`src/design/wals_pkg.sv`:
```
// ----------------------------------------------------------------------------
// wals_pkg
// shared types and constants of the windowed audio level statistics unit
// ----------------------------------------------------------------------------
package wals_pkg;

    localparam int SAMPLE_BITS = 24;
    localparam int COUNT_BITS  = 40;
    localparam int WIN_BITS    = 20;
    localparam int SUM_BITS    = 64;
    localparam int SQ_BITS     = 2 * SAMPLE_BITS;
    localparam int WLEN_BITS   = 19;
    localparam int RUN_BITS    = 16;
    localparam int LIMIT_BITS  = WLEN_BITS + RUN_BITS;
    localparam int CFG_BITS    = 19;
    localparam int ADDR_BITS   = 1;
    localparam int CNT_BITS    = 6;
    localparam int DIV_STEPS   = SUM_BITS;
    localparam int ROOT_STEPS  = SUM_BITS / 2;

    localparam logic [WLEN_BITS-1:0] WLEN_RESET = WLEN_BITS'(48000);

    localparam logic [ADDR_BITS-1:0] CFG_WINDOW_LENGTH = 1'b0;
    localparam logic [ADDR_BITS-1:0] CFG_RUN_SECONDS   = 1'b1;

    localparam logic MODE_SAMPLE  = 1'b0;
    localparam logic MODE_REPORT  = 1'b1;
    localparam logic SCOPE_WINDOW = 1'b0;
    localparam logic SCOPE_TOTAL  = 1'b1;

    typedef struct packed {
        logic                          mode;
        logic signed [SAMPLE_BITS-1:0] sample;
    } in_t;

    typedef struct packed {
        logic                          scope;
        logic [COUNT_BITS-1:0]         frame_count;
        logic [SAMPLE_BITS-1:0]        rms_level;
        logic [SAMPLE_BITS-1:0]        peak_level;
        logic signed [SAMPLE_BITS-1:0] min_level;
        logic signed [SAMPLE_BITS-1:0] max_level;
        logic                          finished;
        logic                          last;
    } out_t;

    typedef struct packed {
        logic load_item;
        logic square;
        logic accum;
        logic snap_total;
        logic snap_window;
        logic snap_fin;
        logic snap_last;
        logic set_done;
        logic div_step;
        logic root_step;
        logic out_load;
    } cmd_t;

    typedef struct packed {
        logic run_done;
        logic win_hit;
        logic run_hit;
        logic div_last;
        logic root_last;
        logic out_free;
    } status_t;

endpackage

```
`src/design/wals_ctrl.sv`:
```
// ----------------------------------------------------------------------------
// wals_ctrl
// sequencer: sample update, report division and root, result hand-off
// ----------------------------------------------------------------------------
module wals_ctrl (
    input  logic             aclk,
    input  logic             aresetn,
    input  logic             s_valid,
    input  logic             s_mode,
    output logic             s_ready,
    input  wals_pkg::status_t st,
    output wals_pkg::cmd_t    cmd
);
    import wals_pkg::*;

    typedef enum logic [6:0] {
        S_IDLE = 7'b0000001,
        S_SQ   = 7'b0000010,
        S_ACC  = 7'b0000100,
        S_CHK  = 7'b0001000,
        S_DIV  = 7'b0010000,
        S_ROOT = 7'b0100000,
        S_OUT  = 7'b1000000
    } state_t;

    state_t state_reg, state_next;
    logic   pend_reg, pend_next;

    assign s_ready = (state_reg == S_IDLE);

    always_comb begin
        state_next = state_reg;
        pend_next  = pend_reg;
        cmd        = '0;
        unique case (state_reg)
            S_IDLE: begin
                if (s_valid) begin
                    if (s_mode == MODE_REPORT) begin
                        cmd.snap_total = 1'b1;
                        cmd.snap_fin   = st.run_done;
                        cmd.snap_last  = 1'b1;
                        state_next     = S_DIV;
                    end else if (!st.run_done) begin
                        cmd.load_item = 1'b1;
                        state_next    = S_SQ;
                    end
                end
            end
            S_SQ: begin
                cmd.square = 1'b1;
                state_next = S_ACC;
            end
            S_ACC: begin
                cmd.accum  = 1'b1;
                state_next = S_CHK;
            end
            S_CHK: begin
                if (st.win_hit) begin
                    cmd.snap_window = 1'b1;
                    cmd.snap_last   = !st.run_hit;
                    cmd.set_done    = st.run_hit;
                    pend_next       = st.run_hit;
                    state_next      = S_DIV;
                end else if (st.run_hit) begin
                    cmd.snap_total = 1'b1;
                    cmd.snap_fin   = 1'b1;
                    cmd.snap_last  = 1'b1;
                    cmd.set_done   = 1'b1;
                    state_next     = S_DIV;
                end else begin
                    state_next = S_IDLE;
                end
            end
            S_DIV: begin
                cmd.div_step = 1'b1;
                if (st.div_last) begin
                    state_next = S_ROOT;
                end
            end
            S_ROOT: begin
                cmd.root_step = 1'b1;
                if (st.root_last) begin
                    state_next = S_OUT;
                end
            end
            S_OUT: begin
                if (st.out_free) begin
                    cmd.out_load = 1'b1;
                    if (pend_reg) begin
                        cmd.snap_total = 1'b1;
                        cmd.snap_fin   = 1'b1;
                        cmd.snap_last  = 1'b1;
                        pend_next      = 1'b0;
                        state_next     = S_DIV;
                    end else begin
                        state_next = S_IDLE;
                    end
                end
            end
            default: begin
                state_next = S_IDLE;
            end
        endcase
    end

    always_ff @(posedge aclk) begin
        if (!aresetn) begin
            state_reg <= S_IDLE;
            pend_reg  <= 1'b0;
        end else begin
            state_reg <= state_next;
            pend_reg  <= pend_next;
        end
    end

endmodule

```
`src/design/wals_dp.sv`:
```
// ----------------------------------------------------------------------------
// wals_dp
// statistic sets, serial divider, serial square root and result register
// ----------------------------------------------------------------------------
module wals_dp (
    input  logic                                 aclk,
    input  logic                                 aresetn,
    input  logic                                 cfg_we,
    input  logic [wals_pkg::ADDR_BITS-1:0]       cfg_addr,
    input  logic [wals_pkg::CFG_BITS-1:0]        cfg_wdata,
    input  logic signed [wals_pkg::SAMPLE_BITS-1:0] s_sample,
    input  wals_pkg::cmd_t                       cmd,
    output wals_pkg::status_t                    st,
    output logic                                 m_valid,
    input  logic                                 m_ready,
    output wals_pkg::out_t                       m_data
);
    import wals_pkg::*;

    localparam logic signed [SAMPLE_BITS-1:0] SMAX = {1'b0, {(SAMPLE_BITS-1){1'b1}}};
    localparam logic signed [SAMPLE_BITS-1:0] SMIN = {1'b1, {(SAMPLE_BITS-1){1'b0}}};

    logic [WLEN_BITS-1:0]  wlen_reg;
    logic [RUN_BITS-1:0]   run_reg;
    logic [COUNT_BITS-1:0] mark_reg;
    logic                  done_reg;

    logic signed [SAMPLE_BITS-1:0] smp_reg;
    logic [SAMPLE_BITS-1:0]        mag_reg;
    logic [SQ_BITS-1:0]            sq_reg;
    logic [LIMIT_BITS-1:0]         limit_reg;

    logic [COUNT_BITS-1:0]         tot_frames_reg;
    logic [SUM_BITS-1:0]           tot_sum_reg;
    logic [SAMPLE_BITS-1:0]        tot_peak_reg;
    logic signed [SAMPLE_BITS-1:0] tot_min_reg, tot_max_reg;
    logic [WIN_BITS-1:0]           win_frames_reg;
    logic [SUM_BITS-1:0]           win_sum_reg;
    logic [SAMPLE_BITS-1:0]        win_peak_reg;
    logic signed [SAMPLE_BITS-1:0] win_min_reg, win_max_reg;

    logic                          rep_scope_reg, rep_fin_reg, rep_last_reg;
    logic [COUNT_BITS-1:0]         rep_frames_reg;
    logic [SAMPLE_BITS-1:0]        rep_peak_reg;
    logic signed [SAMPLE_BITS-1:0] rep_min_reg, rep_max_reg;

    logic [SUM_BITS-1:0]   quo_reg;
    logic [COUNT_BITS-1:0] rem_reg;
    logic [CNT_BITS-1:0]   cnt_reg;
    logic [SUM_BITS-1:0]   op_reg, res_reg, one_reg;

    out_t out_reg;
    logic out_valid_reg;

    logic [WLEN_BITS-1:0]  eff_len, cfg_len;
    logic [SAMPLE_BITS-1:0] mag;
    logic [SUM_BITS:0]     tot_add, win_add;
    logic [COUNT_BITS:0]   mark_add;
    logic [COUNT_BITS:0]   rem_sh;
    logic                  div_ge;
    logic [SUM_BITS-1:0]   quo_next;
    logic [SUM_BITS-1:0]   trial;
    logic                  rep_empty;

    assign eff_len  = (wlen_reg == '0) ? WLEN_BITS'(1) : wlen_reg;
    assign cfg_len  = (cfg_wdata[WLEN_BITS-1:0] == '0) ? WLEN_BITS'(1)
                                                       : cfg_wdata[WLEN_BITS-1:0];
    assign mag      = smp_reg[SAMPLE_BITS-1] ? SAMPLE_BITS'(-smp_reg) : smp_reg;
    assign tot_add  = {1'b0, tot_sum_reg} + (SUM_BITS+1)'(sq_reg);
    assign win_add  = {1'b0, win_sum_reg} + (SUM_BITS+1)'(sq_reg);
    assign mark_add = {1'b0, mark_reg} + (COUNT_BITS+1)'(eff_len);
    assign rem_sh   = {rem_reg, quo_reg[SUM_BITS-1]};
    assign div_ge   = rem_sh >= {1'b0, rep_frames_reg};
    assign quo_next = {quo_reg[SUM_BITS-2:0], div_ge};
    assign trial    = res_reg + one_reg;
    assign rep_empty = (rep_frames_reg == '0);

    assign st.run_done  = done_reg;
    assign st.win_hit   = tot_frames_reg >= mark_reg;
    assign st.run_hit   = (run_reg != '0) && (tot_frames_reg >= COUNT_BITS'(limit_reg));
    assign st.div_last  = (cnt_reg == CNT_BITS'(DIV_STEPS-1));
    assign st.root_last = (cnt_reg == CNT_BITS'(ROOT_STEPS-1));
    assign st.out_free  = !out_valid_reg || m_ready;

    assign m_valid = out_valid_reg;
    assign m_data  = out_reg;

    // configuration, report mark and run flag
    always_ff @(posedge aclk) begin
        if (!aresetn) begin
            wlen_reg <= WLEN_RESET;
            run_reg  <= '0;
            mark_reg <= COUNT_BITS'(WLEN_RESET);
            done_reg <= 1'b0;
        end else begin
            if (cfg_we) begin
                unique case (cfg_addr)
                    CFG_WINDOW_LENGTH: begin
                        wlen_reg <= cfg_wdata[WLEN_BITS-1:0];
                        if (tot_frames_reg == '0) begin
                            mark_reg <= COUNT_BITS'(cfg_len);
                        end
                    end
                    CFG_RUN_SECONDS: begin
                        run_reg <= cfg_wdata[RUN_BITS-1:0];
                    end
                    default: begin
                    end
                endcase
            end
            if (cmd.snap_window) begin
                mark_reg <= mark_add[COUNT_BITS] ? '1 : mark_add[COUNT_BITS-1:0];
            end
            if (cmd.set_done) begin
                done_reg <= 1'b1;
            end
        end
    end

    // sample path
    always_ff @(posedge aclk) begin
        if (cmd.load_item) begin
            smp_reg <= s_sample;
        end
        if (cmd.square) begin
            mag_reg   <= mag;
            sq_reg    <= SQ_BITS'(mag) * SQ_BITS'(mag);
            limit_reg <= LIMIT_BITS'(run_reg) * LIMIT_BITS'(eff_len);
        end
    end

    // statistic sets
    always_ff @(posedge aclk) begin
        if (!aresetn) begin
            tot_frames_reg <= '0;
            tot_sum_reg    <= '0;
            tot_peak_reg   <= '0;
            tot_min_reg    <= SMAX;
            tot_max_reg    <= SMIN;
            win_frames_reg <= '0;
            win_sum_reg    <= '0;
            win_peak_reg   <= '0;
            win_min_reg    <= SMAX;
            win_max_reg    <= SMIN;
        end else if (cmd.accum) begin
            if (tot_frames_reg != '1) tot_frames_reg <= tot_frames_reg + 1'b1;
            tot_sum_reg <= tot_add[SUM_BITS] ? '1 : tot_add[SUM_BITS-1:0];
            if (mag_reg > tot_peak_reg) tot_peak_reg <= mag_reg;
            if (smp_reg < tot_min_reg) tot_min_reg <= smp_reg;
            if (smp_reg > tot_max_reg) tot_max_reg <= smp_reg;
            if (win_frames_reg != '1) win_frames_reg <= win_frames_reg + 1'b1;
            win_sum_reg <= win_add[SUM_BITS] ? '1 : win_add[SUM_BITS-1:0];
            if (mag_reg > win_peak_reg) win_peak_reg <= mag_reg;
            if (smp_reg < win_min_reg) win_min_reg <= smp_reg;
            if (smp_reg > win_max_reg) win_max_reg <= smp_reg;
        end else if (cmd.snap_window) begin
            win_frames_reg <= '0;
            win_sum_reg    <= '0;
            win_peak_reg   <= '0;
            win_min_reg    <= SMAX;
            win_max_reg    <= SMIN;
        end
    end

    // report snapshot, divider and root
    always_ff @(posedge aclk) begin
        if (cmd.snap_total || cmd.snap_window) begin
            rep_scope_reg <= cmd.snap_total ? SCOPE_TOTAL : SCOPE_WINDOW;
            rep_fin_reg   <= cmd.snap_fin;
            rep_last_reg  <= cmd.snap_last;
            cnt_reg       <= '0;
            rem_reg       <= '0;
            if (cmd.snap_total) begin
                rep_frames_reg <= tot_frames_reg;
                rep_peak_reg   <= tot_peak_reg;
                rep_min_reg    <= tot_min_reg;
                rep_max_reg    <= tot_max_reg;
                quo_reg        <= tot_sum_reg;
            end else begin
                rep_frames_reg <= COUNT_BITS'(win_frames_reg);
                rep_peak_reg   <= win_peak_reg;
                rep_min_reg    <= win_min_reg;
                rep_max_reg    <= win_max_reg;
                quo_reg        <= win_sum_reg;
            end
        end else if (cmd.div_step) begin
            rem_reg <= div_ge ? COUNT_BITS'(rem_sh - {1'b0, rep_frames_reg})
                              : rem_sh[COUNT_BITS-1:0];
            quo_reg <= quo_next;
            if (st.div_last) begin
                op_reg  <= quo_next;
                res_reg <= '0;
                one_reg <= {2'b01, {(SUM_BITS-2){1'b0}}};
                cnt_reg <= '0;
            end else begin
                cnt_reg <= cnt_reg + 1'b1;
            end
        end else if (cmd.root_step) begin
            if (op_reg >= trial) begin
                op_reg  <= op_reg - trial;
                res_reg <= (res_reg >> 1) + one_reg;
            end else begin
                res_reg <= res_reg >> 1;
            end
            one_reg <= one_reg >> 2;
            cnt_reg <= cnt_reg + 1'b1;
        end
    end

    // result register
    always_ff @(posedge aclk) begin
        if (cmd.out_load) begin
            out_reg.scope       <= rep_scope_reg;
            out_reg.frame_count <= rep_frames_reg;
            out_reg.rms_level   <= rep_empty ? '0 : res_reg[SAMPLE_BITS-1:0];
            out_reg.peak_level  <= rep_peak_reg;
            out_reg.min_level   <= rep_empty ? '0 : rep_min_reg;
            out_reg.max_level   <= rep_empty ? '0 : rep_max_reg;
            out_reg.finished    <= rep_fin_reg;
            out_reg.last        <= rep_last_reg;
        end
    end

    always_ff @(posedge aclk) begin
        if (!aresetn) begin
            out_valid_reg <= 1'b0;
        end else if (cmd.out_load) begin
            out_valid_reg <= 1'b1;
        end else if (m_ready) begin
            out_valid_reg <= 1'b0;
        end
    end

endmodule

```
`src/design/windowed_audio_level_stats_unit.sv`:
```
// ----------------------------------------------------------------------------
// windowed_audio_level_stats_unit
// A plain sample (mode 0) passes the square, accumulate and report check
// states in turn before the input is ready again. Every report runs a
// 64-step serial divider (sum of squares over frames), a 32-step serial
// square root and then loads the result register. A report request
// (mode 1) holds the input through one report; a sample that closes a
// window or the run, through its check and one report; one that closes
// both, through two. Any wait on an unclaimed result register adds to
// this. Results wait in an output register, so the next report's work
// runs while the previous result is still unclaimed.
// ----------------------------------------------------------------------------
module windowed_audio_level_stats_unit (
    input  logic                           aclk,
    input  logic                           aresetn,
    input  logic                           s_valid,
    output logic                           s_ready,
    input  wals_pkg::in_t                  s_data,
    output logic                           m_valid,
    input  logic                           m_ready,
    output wals_pkg::out_t                 m_data,
    input  logic                           cfg_we,
    input  logic [wals_pkg::ADDR_BITS-1:0] cfg_addr,
    input  logic [wals_pkg::CFG_BITS-1:0]  cfg_wdata
);
    import wals_pkg::*;

    cmd_t    cmd;
    status_t st;

    wals_ctrl u_ctrl (
        .aclk    (aclk),
        .aresetn (aresetn),
        .s_valid (s_valid),
        .s_mode  (s_data.mode),
        .s_ready (s_ready),
        .st      (st),
        .cmd     (cmd)
    );

    wals_dp u_dp (
        .aclk      (aclk),
        .aresetn   (aresetn),
        .cfg_we    (cfg_we),
        .cfg_addr  (cfg_addr),
        .cfg_wdata (cfg_wdata),
        .s_sample  (s_data.sample),
        .cmd       (cmd),
        .st        (st),
        .m_valid   (m_valid),
        .m_ready   (m_ready),
        .m_data    (m_data)
    );

    // empty set reads as zero
    assert property (@(posedge aclk) disable iff (!aresetn)
        (m_valid && m_data.frame_count == '0) |->
        (m_data.rms_level == '0 && m_data.min_level == '0 && m_data.max_level == '0))
        else $error("empty set with nonzero levels");

    // window results never carry finished
    assert property (@(posedge aclk) disable iff (!aresetn)
        (m_valid && m_data.scope == SCOPE_WINDOW) |-> !m_data.finished)
        else $error("window result marked finished");

    // report request occupies the block
    assert property (@(posedge aclk) disable iff (!aresetn)
        (s_valid && s_ready && s_data.mode == MODE_REPORT) |=> !s_ready)
        else $error("ready during report");

endmodule

```
`config.mk`:
```
export PLATFORM = sky130hd
export DESIGN_NAME = windowed_audio_level_stats_unit
export DESIGN_NICKNAME = d
export VERILOG_FILES = /design/src/design/wals_pkg.sv /design/src/design/wals_ctrl.sv /design/src/design/wals_dp.sv /design/src/design/windowed_audio_level_stats_unit.sv
export SDC_FILE = /design/constraint.sdc
export NUM_CORES = 2
export LEC_CHECK = 0
export BUFFER_PORTS_ARGS = -buffer_cell sky130_fd_sc_hd__clkbuf_2
export CORE_AREA = 2 2 536 671
export DETAILED_ROUTE_END_ITERATION = 12
export DIE_AREA = 0 0 538 673
export PLACE_DENSITY = 0.45
export SYNTH_ARGS = -nofsm -noshare
export SYNTH_HDL_FRONTEND = slang
export SYNTH_SLANG_ARGS = --single-unit
```
`constraint.sdc`:
```
create_clock -name aclk -period 13.4 [get_ports aclk]
set_clock_uncertainty 0.2 [all_clocks]
set_input_delay 0.67 -clock aclk [delete_from_list [all_inputs] [get_ports aclk]]
set_output_delay 0.67 -clock aclk [all_outputs]
set_load 0.005 [all_outputs]
```
### Word-level counts from Yosys, hierarchy flattened

Cells that the tools add are included.

| cells by class | value |
|---|---|
| add/sub/neg operators | 11 |
| multipliers | 2 |
| order comparisons | 10 |
| equal/unequal tests | 23 |
| muxes and demuxes | 90 |
| bitwise operators | 2 |
| reduce and logical (&&, ||, !) cells | 33 |

Operator list:

| kind | number |
|---|---|
| two-way mux 64 bit | 18 |
| two-way mux 24 bit | 13 |
| two-way mux 40 bit | 6 |
| adder 64 x 48 -> 65 bit | 2 |
| > comparator 24 bit | 4 |
| logical NOT 40 bit | 2 |
| two-way mux 20 bit | 4 |
| adder 63 x 64 -> 64 bit | 1 |
| adder 64 bit | 1 |
| greater-or-equal comparator 64 bit | 1 |
| subtractor 64 bit | 1 |
| case mux 7 bit (7 select lines) | 1 |
| < comparator 24 bit | 2 |
| multiplier 24 x 24 -> 48 bit | 1 |
| two-way mux 7 bit | 6 |
| adder 40 x 19 -> 41 bit | 1 |
| greater-or-equal comparator 41 x 40 -> 1 bit | 1 |
| adder 40 x 1 -> 40 bit (second input constant) | 1 |
| greater-or-equal comparator 40 x 35 -> 1 bit | 1 |
| greater-or-equal comparator 40 bit | 1 |
| != test 40 bit (second input constant) | 1 |
| subtractor 40 bit | 1 |
| logical NOT 19 bit | 2 |
| two-way mux 19 bit | 2 |
| other kinds (35) | 97 |

| storage, ports and cells | value |
|---|---|
| flip-flop bits (word level) | 1104 |
| bits of input ports | 50 |
| logic and storage cells | 214 |

### Logic depth before layout (Yosys ltp)

| logic depth | value |
|---|---|
| depth after elaboration | 8 |
| mapped depth | 37 |

### Cells and area by module

Synthesis repeated with hierarchy kept, for this count alone.

| unflattened totals | value |
|---|---|
| cell total of the unflattened synthesis | 10088 |
| area total of the unflattened synthesis | 91869.4 um^2 |

Modules (own cells, without submodules):

| module | times used | cells each | area an instance (um^2) | seq. area each (um^2) |
|---|---|---|---|---|
| wals_dp | 1 | 10011 | 91237.5 | 27336.2 |
| wals_ctrl | 1 | 77 | 631.9 | 160.2 |

### Least setup slack after synthesis

No wires, ideal clock.

| path | value |
|---|---|
| path kind | register to register |
| from | reg u_ctrl.state_reg[2] |
| to | reg u_dp.rep_fin_reg (enable) |
| setup time | 0.525 ns |
| arrival | 11.618 ns |
| setup slack | 1.058 ns |
| stages on the path, launching flop included | 12 |
| cells stage by stage | dfxtp_1 nor2_1 nand2_1 nor4b_1 nor2b_1 nand2_1 nand2_1 a21oi_1 inv_2 nor2_1 inv_2 clkbuf_1 |

| between the ends | value |
|---|---|
| cells in the longest elaborated chain, start to end | 3 |
| elaborated cells on any way between the ends | 6 |

Ends and longest elaborated chain:

| element | line | source |
|---|---|---|
| start: declaration | wals_ctrl.sv:26 | `state_t state_reg, state_next;` |
| start signal: assignment | wals_ctrl.sv:111 | `state_reg <= state_next;` |
| equality test 7 bit, or another cell as far along | wals_ctrl.sv:35 | `unique case (state_reg)` |
| case mux 1 bit (3 select lines) / two-way mux 1 bit (equally long branches) | wals_ctrl.sv:35 |  |
| logical OR 1 bit * | wals_dp.sv:167 | `if (cmd.snap_total \|\| cmd.snap_window) begin` |
| end signal: assignment | wals_dp.sv:169 | `rep_fin_reg <= cmd.snap_fin;` |
| end: declaration | wals_dp.sv:42 | `logic rep_scope_reg, rep_fin_reg, rep_last_reg;` |

Mark *: on every way between the ends. The rest lies on a longest branch, timed or not.
A chain may end at the register's enable or synchronous reset.

### Worst setup path after layout

| path | value |
|---|---|
| from | reg u_dp.smp_reg[4] |
| to | reg u_dp.sq_reg[45] (data pin) |

| between the ends | value |
|---|---|
| cells in the longest elaborated chain, start to end | 3 |

Ends and longest elaborated chain:

| element | line | source |
|---|---|---|
| start: declaration | wals_dp.sv:28 | `logic signed [SAMPLE_BITS-1:0] smp_reg;` |
| start signal: assignment | wals_dp.sv:123 | `smp_reg <= s_sample;` |
| negator 24 bit | wals_dp.sv:68 | `assign mag = smp_reg[SAMPLE_BITS-1] ? SAMPLE_BITS'(-smp_reg) : smp_reg;` |
| two-way mux 24 bit * | wals_dp.sv:68 |  |
| multiplier 24 x 24 -> 48 bit * | wals_dp.sv:127 | `sq_reg <= SQ_BITS'(mag) * SQ_BITS'(mag);` |
| end signal: assignment | wals_dp.sv:127 |  |
| end: declaration | wals_dp.sv:30 | `logic [SQ_BITS-1:0] sq_reg;` |

Marked as above.

==> results.cfg <==
[logic_synthesis]
yosys_warnings = 0
synth.area.mux_share = 0.00750
netlist_top_cells_area = edfxtp_1, fa_1, ha_1
synth_edf_count = 607
synth_flop_cell = edfxtp_1
synth_xor_area_frac = 0.0475
synthSimpleGateAreaFrac = 0.155
synth_area_leader_cell = edfxtp_1
synth_top_cell_area_share = 0.206
yosysUniqueCellTypes = 101
ys_async_sr_fraction = 0
syn_area_per_cell_um2 = 9.01
synth_top_family_by_area = adder cells
synth_compound_area_frac = 0.149
seq_area_frac_synth = 0.311
syn_inst = 9823
syn-cell-area_um2 = 88500
ys_seq_elements = 1070
synth_fa_ha_area_frac = 0.261

[final_layout]
final_cell_mix = nand2_1, inv_1, ha_1, nor2_1, fa_1
fin_cells = 14700
final_common_cell = nand2_1
utilization = 0.281
drive_gt1_frac = 0.0643
fin_nets = 11400
area_growth_pct = 13.0
largest_reg_flops = 139

[global_route]
grt_pass1_wl_um = 433000
grt_max_degree = 153
grt_pass1_vias = 71700
antenna_found_initial = 21
overflow = 0
gr-usage-all-layers = 0.153

[die]
start_util = 0.249
fp.dieH_um = 673
core-area_um2 = 356000
fp.dieW_um = 538
core.rowCount = 245
dieArea_um2 = 362000
io_pins = 191

[route]
wl_per_cell_um = 19.1
dr.pass1.iters = 6
vias = 69500
drtAntennaViolNets = 0
vias_per_cell = 4.74
drt_iter0_markers = 4577
totalWireLength_um = 280000
drt_drc_violations_left = 0

[worst_setup_path]
cp-end-kind = flop
worstPathArrival_ns = 11.13
crit_fanout = 19
path_common_cell = fa_1
start_kind = flop
path_class = flop to flop
worstPathRequired_ns = 13.75
cpPeakStageDelay_ns = 0.86
cp_slowest_cell = xnor2_1

[place]
io_buffers = 190
gp_routability_congestion = 0.877
place_hpwl_um = 211000
dp.cells = 14400

[timing]
rsz0062_at_grt = no
tightestPinTransition_ns = 1.29
fmax_mhz = 92.7
tns_ns = 0
hold_viol_final = 0
setup_viol = 0
fin_crit_sh = 0.805
slew_headroom = 0.140
min_period_ns = 10.78
slew_viol_final = 0

[clock_tree]
htreeDepth = 4
numCtsBuffers = 147
clock_path_buffers = 4
cts-resized-gates = 0
clkSlewWorstSetupHoldPaths_ns = 0.06
cts_root_buffer = clkbuf_16
cts_tree = yes
cts_sinks = 1070
clk_latency_ns = 0.83

[min_path]
hold_class = input pin to flop

[run_status]
status = finished clean

[job]
maxCapViolCount = 0
cell usage after synthesis (10+ instances only):
| cell type | count |
|---|---|
| o31a_1 | 11 |
| o31ai_1 | 30 |
| clkbuf_1 | 437 |
| buf_1 | 11 |
| mux2i_1 | 63 |
| buf_2 | 19 |
| ha_1 | 788 |
| and3_1 | 72 |
| nor4_1 | 58 |
| a21oi_1 | 607 |
| nor2b_1 | 163 |
| edfxtp_1 | 607 |
| and4_1 | 16 |
| a311oi_1 | 10 |
| o21ai_0 | 269 |
| xor2_1 | 243 |
| o41ai_1 | 11 |
| nor3_1 | 73 |
| and2_1 | 199 |
| o21ai_1 | 266 |
| nand2b_1 | 64 |
| nor2_1 | 693 |
| o21a_1 | 47 |
| inv_1 | 1136 |
| nand3_1 | 201 |
| a31oi_1 | 206 |
| inv_2 | 35 |
| fa_1 | 661 |
| a21boi_1 | 14 |
| nand4_1 | 126 |
| o211ai_1 | 60 |
| or3_1 | 45 |
| a31o_2 | 17 |
| o21bai_1 | 47 |
| nand2_1 | 1226 |
| a211oi_1 | 123 |
| a41oi_1 | 10 |
| a21o_1 | 250 |
| dfxtp_1 | 463 |
| a221oi_1 | 17 |
| xnor2_1 | 237 |
| a211o_1 | 11 |
routing by layer:
layer	share of wire	track usage	vias to the layer above
li1	-	-	33500
met1	0.46	0.206	34100
met2	0.47	0.257	1517
met3	0.039	0.0166	406
met4	0.029	0.0429	6
met5	0.00014	0	-
through the flow:
step	setup WS [ns]	cell area [µm²]	hold slack, ns
2_1_floorplan	1.06	88600	0.200
3_3_place_gp	2.81	94800	0.208
3_5_place_dp	2.65	94800	0.206
4_1_cts	2.66	100000	0.000172
5_1_grt	2.07	100000	0.0262
6_report	2.62	100000	0.0748
repair_timing:
action	4_1_cts	5_1_grt
hold buffers	41	0
setup buffers	0	0
endpoints found under the hold margin	56	0
area by class of cell:
type	count	area [µm²]
antenna	5	12.5
clock buffer	190	4120
clock inverter	67	787
fill	37800	255000
inverter	1173	4420
multi-input combinational	7126	55200
sequential	1070	27500
tap	4693	5870
timing repair buffer	343	2220
worst max-delay path, delay by kind of cell (launching register included):
| kind | cells | cell delay (ns) |
|---|---|---|
| xor+xnor | 2 | 0.94 |
| fa+ha+maj | 8 | 3.80 |
| simple gates | 5 | 1.55 |
| flops | 1 | 0.60 |
| compound gates | 10 | 2.59 |
| buf+inv | 5 | 0.83 |
cells by family (layout without fill, tap and decap cells):
logic type	count (synthesis)	in the layout
simple gates	2993	2993
other cells	2	22
buf+inv	1642	1773
compound gates	2121	2121
mux	66	66
fa+ha+maj	1449	1449
xor+xnor	480	480
flops	1070	1070
final timing paths:
path / start / endpoint / slack [ns] / cells past startpoint
min: cfg_wdata[15] / u_dp.run_reg[15] / 0.07 / 3
min reg2reg: u_dp.rep_peak_reg[15] / u_dp.m_data[65] / 0.22 / 0
max: u_dp.smp_reg[4] / u_dp.sq_reg[45] / 2.62 / 30
max reg2reg: u_dp.smp_reg[4] / u_dp.sq_reg[45] / 2.62 / 30
Power is not shown: default switching activity piles up to over one toggle a cycle in this logic, so the estimate is an artifact.
